===== config.mk =====
export PLATFORM = sky130hd
export DESIGN_NAME = ata_sqrt_cell
export DESIGN_NICKNAME = d
export VERILOG_FILES = /design/src/rtl/ata_pkg.sv /design/src/rtl/ata_sqrt_cell.sv
export SDC_FILE = /design/constraint.sdc
export NUM_CORES = 1
export LEC_CHECK = 0
export ABC_CLOCK_PERIOD_IN_PS = 4000
export BUFFER_PORTS_ARGS = -buffer_cell sky130_fd_sc_hd__buf_4
export CELL_PAD_IN_SITES_DETAIL_PLACEMENT = 1
export CELL_PAD_IN_SITES_GLOBAL_PLACEMENT = 2
export CORE_MARGIN = 2
export CORE_UTILIZATION = 30
export DETAILED_ROUTE_END_ITERATION = 8
export HOLD_SLACK_MARGIN = 0.08
export MAX_ROUTING_LAYER = met4
export PLACE_DENSITY_LB_ADDON = 0.05
export SYNTH_ARGS = -nofsm -noshare
export SYNTH_HDL_FRONTEND = slang
export SYNTH_SLANG_ARGS = --single-unit

===== constraint.sdc =====
create_clock -name clock -period 4 [get_ports clock]
set_input_delay 0.8 -clock clock [delete_from_list [all_inputs] [get_ports clock]]
set_output_delay 0.8 -clock clock [all_outputs]
set_load 0.05 [all_outputs]

===== src/rtl/ata_pkg.sv =====
// ----------------------------------------------------------------------------
// ata_pkg: shared types and constants for the tilt angle pipeline
// Payload structs, datapath widths, fixed-point atan2 constants, CSR codes.
// ----------------------------------------------------------------------------
`default_nettype none

package ata_pkg;

   // Datapath widths
   localparam int AX_W       = 17;  // offset-corrected axis value
   localparam int SQ_W       = 34;  // sum of two squares
   localparam int RAD_W      = 50;  // square root radicand (sum << 16)
   localparam int ROOT_W     = 25;  // square root result
   localparam int SQRT_REM_W = 28;  // square root partial remainder
   localparam int SQRT_STEPS = 25;  // one root bit per cell
   localparam int ARG_W      = 26;  // signed atan2 argument (Q8)
   localparam int MAG_W      = 25;  // argument magnitude
   localparam int DIV_REM_W  = 27;  // divider partial remainder
   localparam int QUO_W      = 17;  // ratio in Q16, up to 1.0
   localparam int DIV_STEPS  = 17;  // one quotient bit per cell
   localparam int Z_W        = 20;  // signed angle in radians Q16
   localparam int ATAN_LAT   = 26;  // register stages inside one atan2 unit

   // Polynomial and quadrant constants (radians Q16)
   localparam logic [QUO_W-1:0] Q_ONE     = 17'd65536;
   localparam logic [15:0]      C_PI4     = 16'd51472;
   localparam logic [13:0]      C_K1      = 14'd16037;
   localparam logic [12:0]      C_K2      = 13'd4345;
   localparam logic signed [Z_W-1:0] C_PI2 = 20'sd102944;
   localparam logic signed [Z_W-1:0] C_PI  = 20'sd205887;
   localparam logic [21:0]      C_RAD2DEG = 22'd3754937;  // 180/pi in Q16

   // Register index codes
   localparam int CSR_IDX_W = 2;
   localparam logic [CSR_IDX_W-1:0] CSR_OFFSET_X = 2'd0;
   localparam logic [CSR_IDX_W-1:0] CSR_OFFSET_Y = 2'd1;
   localparam logic [CSR_IDX_W-1:0] CSR_OFFSET_Z = 2'd2;

   typedef struct packed {
      logic signed [15:0] accel_x;
      logic signed [15:0] accel_y;
      logic signed [15:0] accel_z;
   } req_type;

   typedef struct packed {
      logic signed [15:0] roll_angle;
      logic signed [15:0] pitch_angle;
   } rsp_type;

endpackage

`default_nettype wire


===== src/rtl/ata_sqrt_cell.sv =====
// ----------------------------------------------------------------------------
// ata_sqrt_cell: one cell of the square root chain
// Brings in two radicand bits, decides one root bit, passes on to the next cell.
// ----------------------------------------------------------------------------
`default_nettype none

module ata_sqrt_cell (
   input  wire logic                             clock,
   input  wire logic                             en,
   input  wire logic [ata_pkg::RAD_W-1:0]        in_rad,
   input  wire logic [ata_pkg::SQRT_REM_W-1:0]   in_rem,
   input  wire logic [ata_pkg::ROOT_W-1:0]       in_root,
   output logic      [ata_pkg::RAD_W-1:0]        out_rad,
   output logic      [ata_pkg::SQRT_REM_W-1:0]   out_rem,
   output logic      [ata_pkg::ROOT_W-1:0]       out_root
);

   logic [ata_pkg::RAD_W-1:0]      rad_ff, rad_in;
   logic [ata_pkg::SQRT_REM_W-1:0] rem_ff, rem_in;
   logic [ata_pkg::ROOT_W-1:0]     root_ff, root_in;
   logic [ata_pkg::SQRT_REM_W-1:0] cur, trial;
   logic                           ge;

   // trial subtract of (4*root + 1)
   always_comb begin
      cur     = {in_rem[ata_pkg::SQRT_REM_W-3:0], in_rad[ata_pkg::RAD_W-1 -: 2]};
      trial   = {{(ata_pkg::SQRT_REM_W-ata_pkg::ROOT_W-2){1'b0}}, in_root, 2'b01};
      ge      = (cur >= trial);
      rem_in  = ge ? (cur - trial) : cur;
      root_in = {in_root[ata_pkg::ROOT_W-2:0], ge};
      rad_in  = {in_rad[ata_pkg::RAD_W-3:0], 2'b00};
   end

   always_ff @(posedge clock) begin
      if (en) begin
         rad_ff  <= rad_in;
         rem_ff  <= rem_in;
         root_ff <= root_in;
      end
   end

   assign out_rad  = rad_ff;
   assign out_rem  = rem_ff;
   assign out_root = root_ff;

endmodule

`default_nettype wire


==> impl_metrics.csv <==
group,metric,value,unit
status,status,"finished, final reports clean",
global_routing,grt_pass1_wl,20400,microns
timing,timing.fmax,0.309,GHz
cells_and_area,diodes,0,
clocking,clkTransAtPathRegs,70,ps
detailed_routing,vias,3726,
detailed_routing,ant_nets,0,
critical_path,arrival,3330,ps
detailed_routing,via_per_inst,4.58,
synthesis,synth.area.mux_share,0.00459,
cells_and_area,drive_above_1_share,0.400,
timing,max_slew.worst_pin.slew,644,ps
placed_design,placed_area,0.00669,sq mm
hold_path,holdPathEnd,"out_rad[49]$_DFFE_PP_",
critical_path,slowest_delay,550,ps
synthesis,synth-edff-count,101,
floorplanning,io_pins,208,
detailed_routing,wirelength,12800,microns
synthesis,syn_avg_cell_area,12.8,sq um
clocking,numCtsBuffers,9,
critical_path,cp_max_fo,30,
synthesis,synth_xor_area_frac,0.0375,
critical_path,worst-path-buf-inv,2,
detailed_routing,detail_route.first_pass.iterations,4,
synthesis,synth-simple-area-share,0.0786,
power_and_ir_drop,ir_worst_vdd,209,uV
clocking,htreeDepth,3,
synthesis,syn_inst,384,
global_routing,antenna_found_initial,0,
hold_path,worstHoldStart,"in_rad[47]",
cells_and_area,regArea,0.00303,sq mm
cells_and_area,syn_to_final_growth,42.2,%
clocking,cts_resized,0,
floorplanning,start_util,0.308,
detailed_routing,first_iter_violations,132,
global_routing,grt_pass1_vias,3822,
cells_and_area,design_area,0.00698,sq mm
floorplanning,core,0.0159,sq mm
timing,finalCriticalPeriod,3240,ps
global_routing,grt_max_degree,68,
critical_path,cp.depth,10,
clocking,postCtsHoldBufs,0,
clocking,cts.sinks,101,
global_routing,grtUsageTotal,0.154,
clocking,cts_tree,"yes",
synthesis,synth_top_family_by_area,"compound AO/OA/AOI/OAI gates",
critical_path,crit_slowest_cell,"a21o_2",
synthesis,ys.flop_type,"edfxtp_1",
critical_path,cp.required,4090,ps
hold_path,min_path_type,"input port to flip-flop",
synthesis,yosysSeqAreaShare,0.618,
job,max_cap_viol_count,0,
floorplanning,die_h,132,microns
synthesis,yosys.area_share.adder,0.0689,
synthesis,synth_cell_types,58,
synthesis,async_reset_ff_frac,0,
synthesis,syn_area,0.00491,sq mm
placed_design,hpwl,9870,microns
critical_path,cp_top_family,"compound AO/OA/AOI/OAI gates",
clocking,clock_path_buffers,2,
timing,max_slew_margin,0.570,
timing,final-hold-violation-count,0,
synthesis,yosysWarnings,0,
power_and_ir_drop,p_leak,3.00,nW
critical_path,endpoint_kind,"flip-flop",
synthesis,ys_ff_latch,101,
floorplanning,die_width,132,microns
clocking,root_buffer,"clkbuf_16",
timing,setup_viol,0,
timing,final.setup.tns,0,ps
detailed_routing,avgRoutedWirePerCell,15.7,microns
critical_path,startpoint,"in_rem[15]",
global_routing,overflow,0,
clocking,post_cts_buffers,0,
critical_path,path_class,"input port to flip-flop",
timing,rsz0062_at_grt,"false",
cells_and_area,nNetsFinal,725,
synthesis,synth_compound_area_frac,0.154,
cells_and_area,multi_input_area,0.00170,sq mm
power_and_ir_drop,power_density,458,mW/mm^2
timing,slew_viol_final,0,
floorplanning,rows,46,
critical_path,crit_chain,"buf_4 -> ha_1 -> a21oi_1 -> o21bai_1 -> a211oi_1 -> and3_1 -> a21o_2 -> inv_1 -> o21ai_0 -> nor3_1",
critical_path,worst_setup_path_start_kind,"input port",
placed_design,portBuffers,203,
placed_design,gp_congestion,0.803,
floorplanning,die_area,0.0174,sq mm
timing,hold-worst-slack,616,ps
detailed_routing,drc,0,
cells_and_area,fillers,1759,
hold_path,min_path_cells,1,
timing,fin_crit_sh,0.810,
## flip-flops by register name, summed over array words and instances (netlist names)
| register | count |
|---|---|
| out_rad | 48 |
| out_root | 25 |
| out_rem | 28 |
## area by class of cell
class,count,area share
sequential,101,0.435
clock inverter,7,0.00843
clock buffer,9,0.0323
timing repair buffer,208,0.226
tap,216,0.0387
multi-input combinational,241,0.243
inverter,32,0.0172
## kinds of logic (layout without fill, tap and decap cells)
group,after synthesis,count (layout)
AOI/OAI and AO/OA,104,104
DFF,101,101
and+or+nand+nor,85,85
buffers and inverters,43,256
adders and majority gates,27,27
xor gates and xnor gates,21,21
muxes,2,2
other,1,2
## worst max path at each step
stage          slack (ps)                     to
6_report              760  out_rem[23]$_DFFE_PP_
5_1_grt               530  out_rem[23]$_DFFE_PP_
4_1_cts               740  out_rem[23]$_DFFE_PP_
3_5_place_dp          350  out_rem[23]$_DFFE_PP_
3_3_place_gp          420  out_rem[23]$_DFFE_PP_
2_1_floorplan         960  out_rem[23]$_DFFE_PP_
## synthesized netlist by cell type (all sizes together), types with 2 or more instances
cell type	number	area [sq um]
a2111oi	3	52.6
a211o	2	17.5
a211oi	4	35.0
a21o	12	90.1
a21oi	21	109
a31oi	4	25.0
and3	3	18.8
buf	7	46.3
clkbuf	4	16.3
edfxtp	101	3030
ha	27	338
inv	32	120
mux2	2	22.5
nand2	39	146
nand2b	4	25.0
nand3	10	50.1
nand4	2	12.5
nor2	14	52.6
nor2b	2	12.5
nor3	4	20.0
o211ai	2	15.0
o21ai	32	164
o21bai	4	30.0
o31ai	6	50.1
xnor2	11	96.3
xor2	10	87.6
## placed cells by master (no fill, tap or decap), drive strengths merged, types with 3 or more instances in the layout
cell type / n
xor2: 10
a31oi: 4
inv: 34
o31ai: 6
xnor2: 11
buf: 208
edfxtp: 101
ha: 27
nand3: 10
clkbuf: 9
nor2: 14
a2111oi: 3
a21oi: 21
nand2b: 4
nor3: 4
a211oi: 4
a21o: 12
nand2: 39
and3: 3
clkinv: 3
o21ai: 32
o21bai: 4
## report_power, final
part           leakage (nW)  internal, mW  switching (mW)
Clock                 0.133         0.431           0.420
Sequential            0.988          1.30          0.0288
Combinational          1.88         0.339           0.674
## per-layer routing
layer	GRT usage	part of all wire	routed length (microns)
met5	-	0	0
met4	0.0688	0.021	273
met3	0.0334	0.054	687
met2	0.255	0.49	6260
met1	0.178	0.43	5530
## through the flow
step           instances  setup WS (ps)  power [mW]  utilization
5_1_grt              814            526        3.35        0.438
3_3_place_gp         798            424        2.37        0.420
2_1_floorplan        385            959        2.03            -
4_1_cts              814            737        3.25        0.438
3_5_place_dp         798            350        2.38        0.420
6_report             814            761        3.19        0.438
Note: power is estimated with default switching activity, not from simulation.
