File: src/rtl/ata_pkg.sv
// ----------------------------------------------------------------------------
// ata_pkg: shared types and constants for the tilt angle pipeline
// Payload structs, datapath widths, fixed-point atan2 constants, CSR codes.
// ----------------------------------------------------------------------------
`default_nettype none

package ata_pkg;

   // Datapath widths
   localparam int AX_W       = 17;  // offset-corrected axis value
   localparam int SQ_W       = 34;  // sum of two squares
   localparam int RAD_W      = 50;  // square root radicand (sum << 16)
   localparam int ROOT_W     = 25;  // square root result
   localparam int SQRT_REM_W = 28;  // square root partial remainder
   localparam int SQRT_STEPS = 25;  // one root bit per cell
   localparam int ARG_W      = 26;  // signed atan2 argument (Q8)
   localparam int MAG_W      = 25;  // argument magnitude
   localparam int DIV_REM_W  = 27;  // divider partial remainder
   localparam int QUO_W      = 17;  // ratio in Q16, up to 1.0
   localparam int DIV_STEPS  = 17;  // one quotient bit per cell
   localparam int Z_W        = 20;  // signed angle in radians Q16
   localparam int ATAN_LAT   = 26;  // register stages inside one atan2 unit

   // Polynomial and quadrant constants (radians Q16)
   localparam logic [QUO_W-1:0] Q_ONE     = 17'd65536;
   localparam logic [15:0]      C_PI4     = 16'd51472;
   localparam logic [13:0]      C_K1      = 14'd16037;
   localparam logic [12:0]      C_K2      = 13'd4345;
   localparam logic signed [Z_W-1:0] C_PI2 = 20'sd102944;
   localparam logic signed [Z_W-1:0] C_PI  = 20'sd205887;
   localparam logic [21:0]      C_RAD2DEG = 22'd3754937;  // 180/pi in Q16

   // Register index codes
   localparam int CSR_IDX_W = 2;
   localparam logic [CSR_IDX_W-1:0] CSR_OFFSET_X = 2'd0;
   localparam logic [CSR_IDX_W-1:0] CSR_OFFSET_Y = 2'd1;
   localparam logic [CSR_IDX_W-1:0] CSR_OFFSET_Z = 2'd2;

   typedef struct packed {
      logic signed [15:0] accel_x;
      logic signed [15:0] accel_y;
      logic signed [15:0] accel_z;
   } req_type;

   typedef struct packed {
      logic signed [15:0] roll_angle;
      logic signed [15:0] pitch_angle;
   } rsp_type;

endpackage

`default_nettype wire

File: src/rtl/ata_div_cell.sv
// ----------------------------------------------------------------------------
// ata_div_cell: one cell of the restoring divider chain
// Decides one quotient bit and passes the shifted remainder on.
// ----------------------------------------------------------------------------
`default_nettype none

module ata_div_cell (
   input  wire logic                            clock,
   input  wire logic                            en,
   input  wire logic [ata_pkg::DIV_REM_W-1:0]   in_rem,
   input  wire logic [ata_pkg::MAG_W-1:0]       in_den,
   input  wire logic [ata_pkg::QUO_W-1:0]       in_quo,
   output logic      [ata_pkg::DIV_REM_W-1:0]   out_rem,
   output logic      [ata_pkg::MAG_W-1:0]       out_den,
   output logic      [ata_pkg::QUO_W-1:0]       out_quo
);

   logic [ata_pkg::DIV_REM_W-1:0] rem_ff, rem_in;
   logic [ata_pkg::MAG_W-1:0]     den_ff;
   logic [ata_pkg::QUO_W-1:0]     quo_ff, quo_in;
   logic [ata_pkg::DIV_REM_W-1:0] den_ext, diff;
   logic                          ge;

   // compare, subtract, shift
   always_comb begin
      den_ext = {{(ata_pkg::DIV_REM_W-ata_pkg::MAG_W){1'b0}}, in_den};
      ge      = (in_rem >= den_ext);
      diff    = ge ? (in_rem - den_ext) : in_rem;
      rem_in  = {diff[ata_pkg::DIV_REM_W-2:0], 1'b0};
      quo_in  = {in_quo[ata_pkg::QUO_W-2:0], ge};
   end

   always_ff @(posedge clock) begin
      if (en) begin
         rem_ff <= rem_in;
         den_ff <= in_den;
         quo_ff <= quo_in;
      end
   end

   assign out_rem = rem_ff;
   assign out_den = den_ff;
   assign out_quo = quo_ff;

endmodule

`default_nettype wire

File: src/rtl/ata_atan2.sv
// ----------------------------------------------------------------------------
// ata_atan2: pipelined atan2 in degrees
// Octant reduction, divider chain, cubic polynomial, quadrant fix, to degrees.
// ----------------------------------------------------------------------------
`default_nettype none

module ata_atan2 #(
   parameter int ANGLE_FRAC_BITS = 8,
   parameter int DEG_W           = ANGLE_FRAC_BITS + 10
) (
   input  wire logic                               clock,
   input  wire logic                               en,
   input  wire logic signed [ata_pkg::ARG_W-1:0]   in_y,
   input  wire logic signed [ata_pkg::ARG_W-1:0]   in_x,
   output logic signed      [DEG_W-1:0]            deg
);

   localparam int MAG_W  = ata_pkg::MAG_W;
   localparam int QUO_W  = ata_pkg::QUO_W;
   localparam int Z_W    = ata_pkg::Z_W;
   localparam int NSTEP  = ata_pkg::DIV_STEPS;
   localparam int ZM_W   = Z_W - 1;
   localparam int PROD_W = ZM_W + 22;
   localparam int SH     = 32 - ANGLE_FRAC_BITS;
   localparam logic [PROD_W:0] RND = (PROD_W+1)'(1) << (SH - 1);

   // quadrant codes
   localparam logic [1:0] QD_0 = 2'd0;
   localparam logic [1:0] QD_1 = 2'd1;
   localparam logic [1:0] QD_2 = 2'd2;
   localparam logic [1:0] QD_3 = 2'd3;

   typedef struct packed {
      logic [1:0] qc;
      logic       swap;
      logic       neg;
      logic       zero;
   } flag_type;

   // ---- octant reduction ----
   logic              y_neg, x_neg, y_nz, x_nz;
   logic [MAG_W-1:0]  y_mag, x_mag;
   logic signed [ata_pkg::ARG_W-1:0] y_abs, x_abs;
   flag_type          fl_in;
   logic [MAG_W-1:0]  num_in, den_in;

   always_comb begin
      y_neg = in_y[ata_pkg::ARG_W-1];
      x_neg = in_x[ata_pkg::ARG_W-1];
      y_abs = y_neg ? -in_y : in_y;
      x_abs = x_neg ? -in_x : in_x;
      y_mag = y_abs[MAG_W-1:0];
      x_mag = x_abs[MAG_W-1:0];
      y_nz  = (in_y != '0);
      x_nz  = (in_x != '0);
      fl_in.zero = !y_nz && !x_nz;
      fl_in.swap = (y_mag > x_mag);
      // higher quadrant codes win where the tests overlap
      if (!(y_neg || !y_nz) ? 1'b0 : !x_neg)
         fl_in.qc = QD_3;
      else if ((y_neg || !y_nz) && (x_neg || !x_nz))
         fl_in.qc = QD_2;
      else if (!y_neg && (x_neg || !x_nz))
         fl_in.qc = QD_1;
      else
         fl_in.qc = QD_0;
      fl_in.neg = fl_in.swap ? (x_neg != y_neg) : (y_neg != x_neg);
      num_in    = fl_in.swap ? x_mag : y_mag;
      den_in    = fl_in.swap ? y_mag : x_mag;
   end

   logic [MAG_W-1:0] a0_num_ff, a0_den_ff;
   flag_type         a0_flag_ff;

   always_ff @(posedge clock) begin
      if (en) begin
         a0_num_ff  <= num_in;
         a0_den_ff  <= den_in;
         a0_flag_ff <= fl_in;
      end
   end

   // ---- divider chain: ratio = num * 2^16 / den ----
   logic [ata_pkg::DIV_REM_W-1:0] d_rem [NSTEP+1];
   logic [MAG_W-1:0]              d_den [NSTEP+1];
   logic [QUO_W-1:0]              d_quo [NSTEP+1];
   flag_type                      d_flag_ff [NSTEP];

   assign d_rem[0] = {{(ata_pkg::DIV_REM_W-MAG_W){1'b0}}, a0_num_ff};
   assign d_den[0] = a0_den_ff;
   assign d_quo[0] = '0;

   for (genvar k = 0; k < NSTEP; k++) begin : g_div
      ata_div_cell u_cell (
         .clock   (clock),
         .en      (en),
         .in_rem  (d_rem[k]),
         .in_den  (d_den[k]),
         .in_quo  (d_quo[k]),
         .out_rem (d_rem[k+1]),
         .out_den (d_den[k+1]),
         .out_quo (d_quo[k+1])
      );
   end

   // flags ride alongside the divider
   always_ff @(posedge clock) begin
      if (en) begin
         d_flag_ff[0] <= a0_flag_ff;
         for (int i = 1; i < NSTEP; i++) begin
            d_flag_ff[i] <= d_flag_ff[i-1];
         end
      end
   end

   // ---- polynomial ----
   localparam logic [12:0] C_K2_EXT = ata_pkg::C_K2;

   logic [QUO_W-1:0] a;
   assign a = d_quo[NSTEP];

   logic [29:0] p1_m1_ff;
   logic [33:0] p1_m2_ff;
   logic [32:0] p1_m3_ff, p2_m3_ff, p3_m3_ff;
   logic [14:0] p2_c_ff, p2_p_ff;
   logic [29:0] p3_pc_ff;
   logic [16:0] p4_f_ff;
   flag_type    p1_flag_ff, p2_flag_ff, p3_flag_ff, p4_flag_ff;
   logic [33:0] sum34;

   always_comb begin
      sum34 = {1'b0, p3_m3_ff} + {4'b0, p3_pc_ff};
   end

   always_ff @(posedge clock) begin
      if (en) begin
         // products
         p1_m1_ff   <= 30'(C_K2_EXT) * 30'(a);
         p1_m2_ff   <= 34'(a) * 34'(ata_pkg::Q_ONE - a);
         p1_m3_ff   <= 33'(ata_pkg::C_PI4) * 33'(a);
         p1_flag_ff <= d_flag_ff[NSTEP-1];
         // slope term and parabola
         p2_c_ff    <= 15'(ata_pkg::C_K1) + 15'(p1_m1_ff[29:16]);
         p2_p_ff    <= p1_m2_ff[30:16];
         p2_m3_ff   <= p1_m3_ff;
         p2_flag_ff <= p1_flag_ff;
         // p * c
         p3_pc_ff   <= 30'(p2_p_ff) * 30'(p2_c_ff);
         p3_m3_ff   <= p2_m3_ff;
         p3_flag_ff <= p2_flag_ff;
         // f = (PI4*a + p*c) >> 16
         p4_f_ff    <= sum34[32:16];
         p4_flag_ff <= p3_flag_ff;
      end
   end

   // ---- sign and quadrant correction ----
   logic signed [Z_W-1:0] fz, zs, z_in;

   always_comb begin
      fz = $signed(Z_W'(p4_f_ff));
      zs = p4_flag_ff.neg ? -fz : fz;
      if (p4_flag_ff.zero) begin
         z_in = '0;
      end else if (p4_flag_ff.swap) begin
         z_in = (p4_flag_ff.qc == QD_0 || p4_flag_ff.qc == QD_1)
                ? (ata_pkg::C_PI2 - zs) : (-ata_pkg::C_PI2 - zs);
      end else if (p4_flag_ff.qc == QD_1) begin
         z_in = ata_pkg::C_PI + zs;
      end else if (p4_flag_ff.qc == QD_2) begin
         z_in = -ata_pkg::C_PI + zs;
      end else begin
         z_in = zs;
      end
   end

   logic signed [Z_W-1:0] p5_z_ff;
   logic [ZM_W-1:0]       p6_zmag_ff;
   logic                  p6_zneg_ff, p7_zneg_ff;
   logic [PROD_W-1:0]     p7_prod_ff;
   logic signed [Z_W-1:0] zabs;

   // ---- radians to degrees, round half away from zero ----
   logic [PROD_W:0]       rsum;
   logic [DEG_W-2:0]      rmag;
   logic signed [DEG_W-1:0] deg_in, deg_ff;

   always_comb begin
      zabs   = p5_z_ff[Z_W-1] ? -p5_z_ff : p5_z_ff;
      rsum   = {1'b0, p7_prod_ff} + RND;
      rmag   = rsum[SH +: (DEG_W-1)];
      deg_in = p7_zneg_ff ? -$signed({1'b0, rmag}) : $signed({1'b0, rmag});
   end

   always_ff @(posedge clock) begin
      if (en) begin
         p5_z_ff    <= z_in;
         p6_zmag_ff <= zabs[ZM_W-1:0];
         p6_zneg_ff <= p5_z_ff[Z_W-1];
         p7_prod_ff <= PROD_W'(p6_zmag_ff) * PROD_W'(ata_pkg::C_RAD2DEG);
         p7_zneg_ff <= p6_zneg_ff;
         deg_ff     <= deg_in;
      end
   end

   assign deg = deg_ff;

endmodule

`default_nettype wire

File: config.mk
export PLATFORM = sky130hd
export DESIGN_NAME = ata_atan2
export DESIGN_NICKNAME = d
export VERILOG_FILES = /design/src/rtl/ata_pkg.sv /design/src/rtl/ata_div_cell.sv /design/src/rtl/ata_atan2.sv
export SDC_FILE = /design/constraint.sdc
export NUM_CORES = 2
export LEC_CHECK = 0
export BUFFER_PORTS_ARGS = -buffer_cell sky130_fd_sc_hd__buf_2
export CORE_MARGIN = 3
export CORE_UTILIZATION = 60
export DETAILED_ROUTE_END_ITERATION = 8
export PLACE_DENSITY = 0.75
export SLEW_MARGIN = 30
export SYNTH_ARGS = -nofsm -noshare
export SYNTH_HDL_FRONTEND = slang
export SYNTH_SLANG_ARGS = --single-unit
File: constraint.sdc
create_clock -name clock -period 25.5 [get_ports clock]
set_input_delay 2.55 -clock clock [delete_from_list [all_inputs] [get_ports clock]]
set_output_delay 2.55 -clock clock [all_outputs]
set_load 0.01 [all_outputs]
==> report_table.html <==
<table>
<tr><th>Metric</th><th>Value</th></tr>
<tr><th colspan="2">Clocking</th></tr>
<tr><td>Clock edge transition at the registers on the reported setup and hold paths</td><td>0.06 ns</td></tr>
<tr><td>TritonCTS clock tree</td><td>built</td></tr>
<tr><td>Number of H-tree branching levels</td><td>4</td></tr>
<tr><td>Clock tree root buffer cell</td><td>clkbuf_16</td></tr>
<tr><td>Number of gates resized after cts</td><td>0</td></tr>
<tr><td>Number of buffers added for setup after CTS</td><td>0</td></tr>
<tr><td>Buffers from clock root to sink, at most</td><td>3</td></tr>
<tr><td>Quantity of hold-fixing buffers added after cts</td><td>0</td></tr>
<tr><td>Clock latency of the later-clocked register in the worst-skew pair</td><td>0.80 ns</td></tr>
<tr><td>Clock sink total</td><td>1,395</td></tr>
<tr><td>Clock buffer count from CTS</td><td>153</td></tr>
<tr><th colspan="2">Timing</th></tr>
<tr><td>Worst rel slew slack</td><td>32.9%</td></tr>
<tr><td>Peak clock frequency supported by timing</td><td>104 MHz</td></tr>
<tr><td>Clock Skews</td><td>0.0372 ns</td></tr>
<tr><td>Count of pins over their slew limit</td><td>0</td></tr>
<tr><td>Clock period minus final worst setup slack</td><td>9.59 ns</td></tr>
<tr><td>Setup repair after global routing missed its margin</td><td>no</td></tr>
<tr><td>Setup TNS</td><td>0 ns</td></tr>
<tr><td>Worst Slack Setup Final</td><td>15.91 ns</td></tr>
<tr><td>Transition time at the pin with the least slew margin</td><td>0.998 ns</td></tr>
<tr><td>Count of endpoints failing setup in the final report</td><td>0</td></tr>
<tr><td>Final clock period utilization by the worst path</td><td>37.6%</td></tr>
<tr><td>Endpoints failing hold</td><td>0</td></tr>
<tr><th colspan="2">Routing</th></tr>
<tr><td>Wirelength, routed</td><td>218,000 um</td></tr>
<tr><td>DRC</td><td>0</td></tr>
<tr><td>Overall via count from detail_route</td><td>67,589</td></tr>
<tr><td>1st-iter DRT viols</td><td>4,171</td></tr>
<tr><td>Detail-routed net length per standard cell</td><td>18.4 um</td></tr>
<tr><td>Via density per instance</td><td>5.70</td></tr>
<tr><td>Number of nets still failing antenna checks after routing</td><td>0</td></tr>
<tr><td>Number of optimization iterations in the first detailed-route pass</td><td>6</td></tr>
<tr><th colspan="2">Layout</th></tr>
<tr><td>Sequential cell area</td><td>41,900 um2</td></tr>
<tr><td>Synthesis-to-layout area growth</td><td>7.76%</td></tr>
<tr><td>Final-layout fill cell count</td><td>12,730</td></tr>
<tr><td>Post-layout nets</td><td>11,228</td></tr>
<tr><td>Area of the multi-input gates</td><td>55,600 um2</td></tr>
<tr><td>Share of post-route cells with drive strength above 1</td><td>6.65%</td></tr>
<tr><th colspan="2">Synth</th></tr>
<tr><td>Synthesized instance count</td><td>9,332</td></tr>
<tr><td>Area share of the largest cell type after synthesis</td><td>40.4%</td></tr>
<tr><td>Combinational family with the most area after synthesis</td><td>adder cells</td></tr>
<tr><td>Synth Net Count</td><td>11,134</td></tr>
<tr><td>Largest area contributor in the synthesized netlist</td><td>edfxtp_1</td></tr>
<tr><td>Number of enable flip-flop cells after synthesis</td><td>1,395</td></tr>
<tr><td>Synthesized-area fraction occupied by adder cells</td><td>26.0%</td></tr>
<tr><td>Per-instance average area after synthesis</td><td>11.1 um2</td></tr>
<tr><td>Share of synthesized area occupied by flip-flops and latches</td><td>40.4%</td></tr>
<tr><td>Fraction of synthesized area in multiplexers</td><td>3.07%</td></tr>
<tr><td>Compound-Gate Fraction of Synth Area</td><td>9.95%</td></tr>
<tr><td>Dominant cells by area after synthesis</td><td>edfxtp_1, fa_1, ha_1, inv_1, xnor2_1</td></tr>
<tr><td>Post-synthesis instance area</td><td>104,000 um2</td></tr>
<tr><td>Number of synthesized register bits</td><td>1,395</td></tr>
<tr><td>Number of unique standard cell types used by synthesis</td><td>100</td></tr>
<tr><td>Primary FF master, synth</td><td>edfxtp_1</td></tr>
<tr><td>Post-synthesis simple-gate area fraction</td><td>9.68%</td></tr>
<tr><td>Warning count from the yosys run</td><td>0</td></tr>
<tr><td>Proportion of register bits with asynchronous set or reset after synthesis</td><td>0%</td></tr>
<tr><td>Synthesized-area fraction occupied by xor and xnor cells</td><td>4.88%</td></tr>
<tr><th colspan="2">Job</th></tr>
<tr><td>MaxCap Viol Count</td><td>0</td></tr>
<tr><th colspan="2">Floorplanning</th></tr>
<tr><td>Width of the chip</td><td>422 um</td></tr>
<tr><td>DIE AREA</td><td>178,000 um2</td></tr>
<tr><td>Die outline height</td><td>422 um</td></tr>
<tr><td>Standard-cell rows</td><td>151</td></tr>
<tr><td>Core ar.</td><td>171,000 um2</td></tr>
<tr><td>Number of primary I/O pins</td><td>72</td></tr>
<tr><td>Initial Utilization</td><td>60.8%</td></tr>
<tr><th colspan="2">Hold path</th></tr>
<tr><td>Hold Path Depth</td><td>0</td></tr>
<tr><td>Worst min-delay path class</td><td>reg -&gt; reg</td></tr>
<tr><td>Origin of the worst min-delay path</td><td>p2_m3_ff[22]</td></tr>
<tr><td>Endpoint with the worst hold slack</td><td>p3_m3_ff[22]</td></tr>
<tr><th colspan="2">Critical path</th></tr>
<tr><td>Critical path required time</td><td>26.02 ns</td></tr>
<tr><td>Kind of critical path</td><td>reg -&gt; reg</td></tr>
<tr><td>Critical path peak fanout</td><td>24</td></tr>
<tr><td>Worst setup slack for register-to-register paths</td><td>15.91 ns</td></tr>
<tr><td>Most used cell, CP</td><td>fa_1</td></tr>
<tr><td>Biggest cell delay along the critical path</td><td>0.80 ns</td></tr>
<tr><td>Data arrival time at the worst-slack endpoint</td><td>10.12 ns</td></tr>
<tr><td>Reg2reg path depth</td><td>30</td></tr>
<tr><td>Critical R2R Launch</td><td>g_div[16].u_cell.out_quo[7]</td></tr>
<tr><td>CP Launch Type</td><td>flop</td></tr>
<tr><td>Endpoint of the lowest-slack register-to-register path</td><td>p1_m2_ff[29]</td></tr>
<tr><td>Type of element capturing the critical path</td><td>flop</td></tr>
<tr><td>Worst path slowest cell</td><td>ha_1</td></tr>
<tr><th colspan="2">GRT</th></tr>
<tr><td>Number of global-route vias before repair</td><td>70,649</td></tr>
<tr><td>Global-route wire length before repair</td><td>357,000 um</td></tr>
<tr><td>Number of antenna violations at the first check in global routing</td><td>4</td></tr>
<tr><td>Pin count of the biggest net entering global routing</td><td>190</td></tr>
<tr><td>GRT Overall Usage</td><td>24.7%</td></tr>
<tr><td>GR Overflow Total</td><td>0</td></tr>
<tr><th colspan="2">Placed design</th></tr>
<tr><td>Final estimated routing congestion in global placement</td><td>0.942</td></tr>
<tr><td>Post-place setup slack</td><td>15.92 ns</td></tr>
<tr><td>HPWL Detailed</td><td>165,000 um</td></tr>
<tr><td>Port Buf Inserts</td><td>71</td></tr>
<tr><th colspan="2">Run status</th></tr>
<tr><td>Result of the run</td><td>finished, final reports clean</td></tr>
</table>
## state kept, by name, summed over array words and instances, names as in the netlist, 15 cells and up
| name | flops |
|---|---|
| g_div.u_cell.out_rem | 416 |
| g_div.u_cell.out_den | 400 |
| g_div.u_cell.out_quo | 153 |
| d_flag_ff | 85 |
| p2_m3_ff | 29 |
| p3_m3_ff | 29 |
| p1_m3_ff | 26 |
| p3_pc_ff | 26 |
| a0_den_ff | 25 |
| a0_num_ff | 25 |
| p5_z_ff | 20 |
| p6_zmag_ff | 19 |
| deg | 18 |
| p7_prod_ff | 18 |
| p1_m1_ff | 17 |
| p4_f_ff | 17 |
| p1_m2_ff | 15 |
| p2_c_ff | 15 |
| p2_p_ff | 15 |
## metrics by stage
stage / cell area, um2 / cells / hold WS (ns) / util [%]
6_report: 112000 / 11849 / 0.404 / 65.5
5_1_grt: 112000 / 11848 / 0.413 / 65.5
4_1_cts: 112000 / 11845 / 0.407 / 65.5
3_5_place_dp: 107000 / 11564 / 0.405 / 62.6
3_3_place_gp: 107000 / 11564 / 0.401 / 62.6
2_1_floorplan: 104000 / 9332 / 0.400 / -
## kinds of logic (layout without fill, tap and decap cells)
family	Yosys count	count (layout)
compound gates	1624	1624
xor+xnor	574	574
fa+ha+maj	1748	1748
buf+inv	1667	1887
flops	1395	1395
mux	291	291
other cells	0	2
simple gates	2033	2033
## routing by layer
layer | vias up | wire length [um] | global-route usage (%)
li1 | 32399 | - | -
met1 | 33020 | 89100 | 30.0
met2 | 1658 | 111000 | 44.2
met3 | 512 | 9410 | 3.32
met4 | 0 | 9030 | 10.2
met5 | - | 0 | 0
## critical path, delay by kind of cell (launching register included)
| family | cells | cell delay (ns) |
|---|---|---|
| buffers and inverters | 6 | 1.29 |
| XOR/XNOR | 1 | 0.15 |
| AND/OR/NAND/NOR | 5 | 0.98 |
| adder cells (fa/ha/maj) | 9 | 4.77 |
| flip-flops | 1 | 0.32 |
| AO/OA/AOI/OAI | 9 | 1.82 |
## worst max-delay path by stage
stage / startpoint / endpoint / slack, ns / cells past startpoint
global route: g_div[16].u_cell.out_quo[7] / p1_m2_ff[29] / 15.46 / 30
global placement: g_div[16].u_cell.out_quo[7] / p1_m2_ff[29] / 16.04 / 30
finish: g_div[16].u_cell.out_quo[7] / p1_m2_ff[29] / 15.91 / 30
CTS: g_div[16].u_cell.out_quo[7] / p1_m2_ff[24] / 15.84 / 26
floorplan: g_div[16].u_cell.out_quo[1] / p1_m2_ff[29] / 17.13 / 31
detailed placement: g_div[16].u_cell.out_quo[7] / p1_m2_ff[24] / 15.92 / 26
## Yosys cell counts (16+ instances only)
cell         n
o41ai_1     17
mux2_2     206
xnor2_1    359
or4_1       16
and3_1      47
nor2b_1    108
edfxtp_1  1395
a31o_2      19
clkbuf_1   142
nand2_1    517
a31oi_1     61
o31ai_1     56
or2_2       22
xor2_1     212
nor3_1     139
o21ai_0    357
nor2_1     482
o21ai_1     18
o21a_1      89
a21boi_0    38
nor4_1      29
a21oi_1    469
inv_1     1474
nand4_1     83
nand3_1    105
a21o_1     230
and2_1     130
nand2b_1   256
mux2i_1     77
or3_1       54
buf_2       37
ha_1      1072
a211oi_1    44
o21bai_1    46
o211ai_1    26
fa_1       676
## placed cells by master, fill, tap and decap left out, types with 19 or more instances in the layout
| cell type | n |
|---|---|
| a211oi_1 | 44 |
| a21boi_0 | 38 |
| a21o_1 | 230 |
| a21oi_1 | 468 |
| a31o_2 | 19 |
| a31oi_1 | 60 |
| and2_1 | 130 |
| and3_1 | 47 |
| buf_2 | 70 |
| buf_4 | 45 |
| clkbuf_1 | 26 |
| clkbuf_16 | 158 |
| clkinv_1 | 34 |
| clkinv_2 | 36 |
| edfxtp_1 | 1395 |
| fa_1 | 676 |
| ha_1 | 1072 |
| inv_1 | 1474 |
| mux2_2 | 206 |
| mux2i_1 | 77 |
| nand2_1 | 517 |
| nand2b_1 | 256 |
| nand3_1 | 105 |
| nand4_1 | 83 |
| nor2_1 | 482 |
| nor2b_1 | 108 |
| nor3_1 | 139 |
| nor4_1 | 29 |
| o211ai_1 | 26 |
| o21a_1 | 89 |
| o21ai_0 | 356 |
| o21bai_1 | 46 |
| o31ai_1 | 56 |
| or2_2 | 22 |
| or3_1 | 54 |
| xnor2_1 | 359 |
| xor2_1 | 212 |
## final cells by class
type                       instances  share of cell area (%)
tap                             2295                    2.57
antenna                            2                 0.00448
multi-input combinational       6270                    49.7
timing repair buffer             125                   0.792
inverter                        1481                    4.97
sequential                      1395                    37.5
clock inverter                    97                   0.836
clock buffer                     184                    3.62
Power is left out: the tool's default activity adds up to more than one toggle a clock period on the data nets, which glitch-free logic cannot reach.
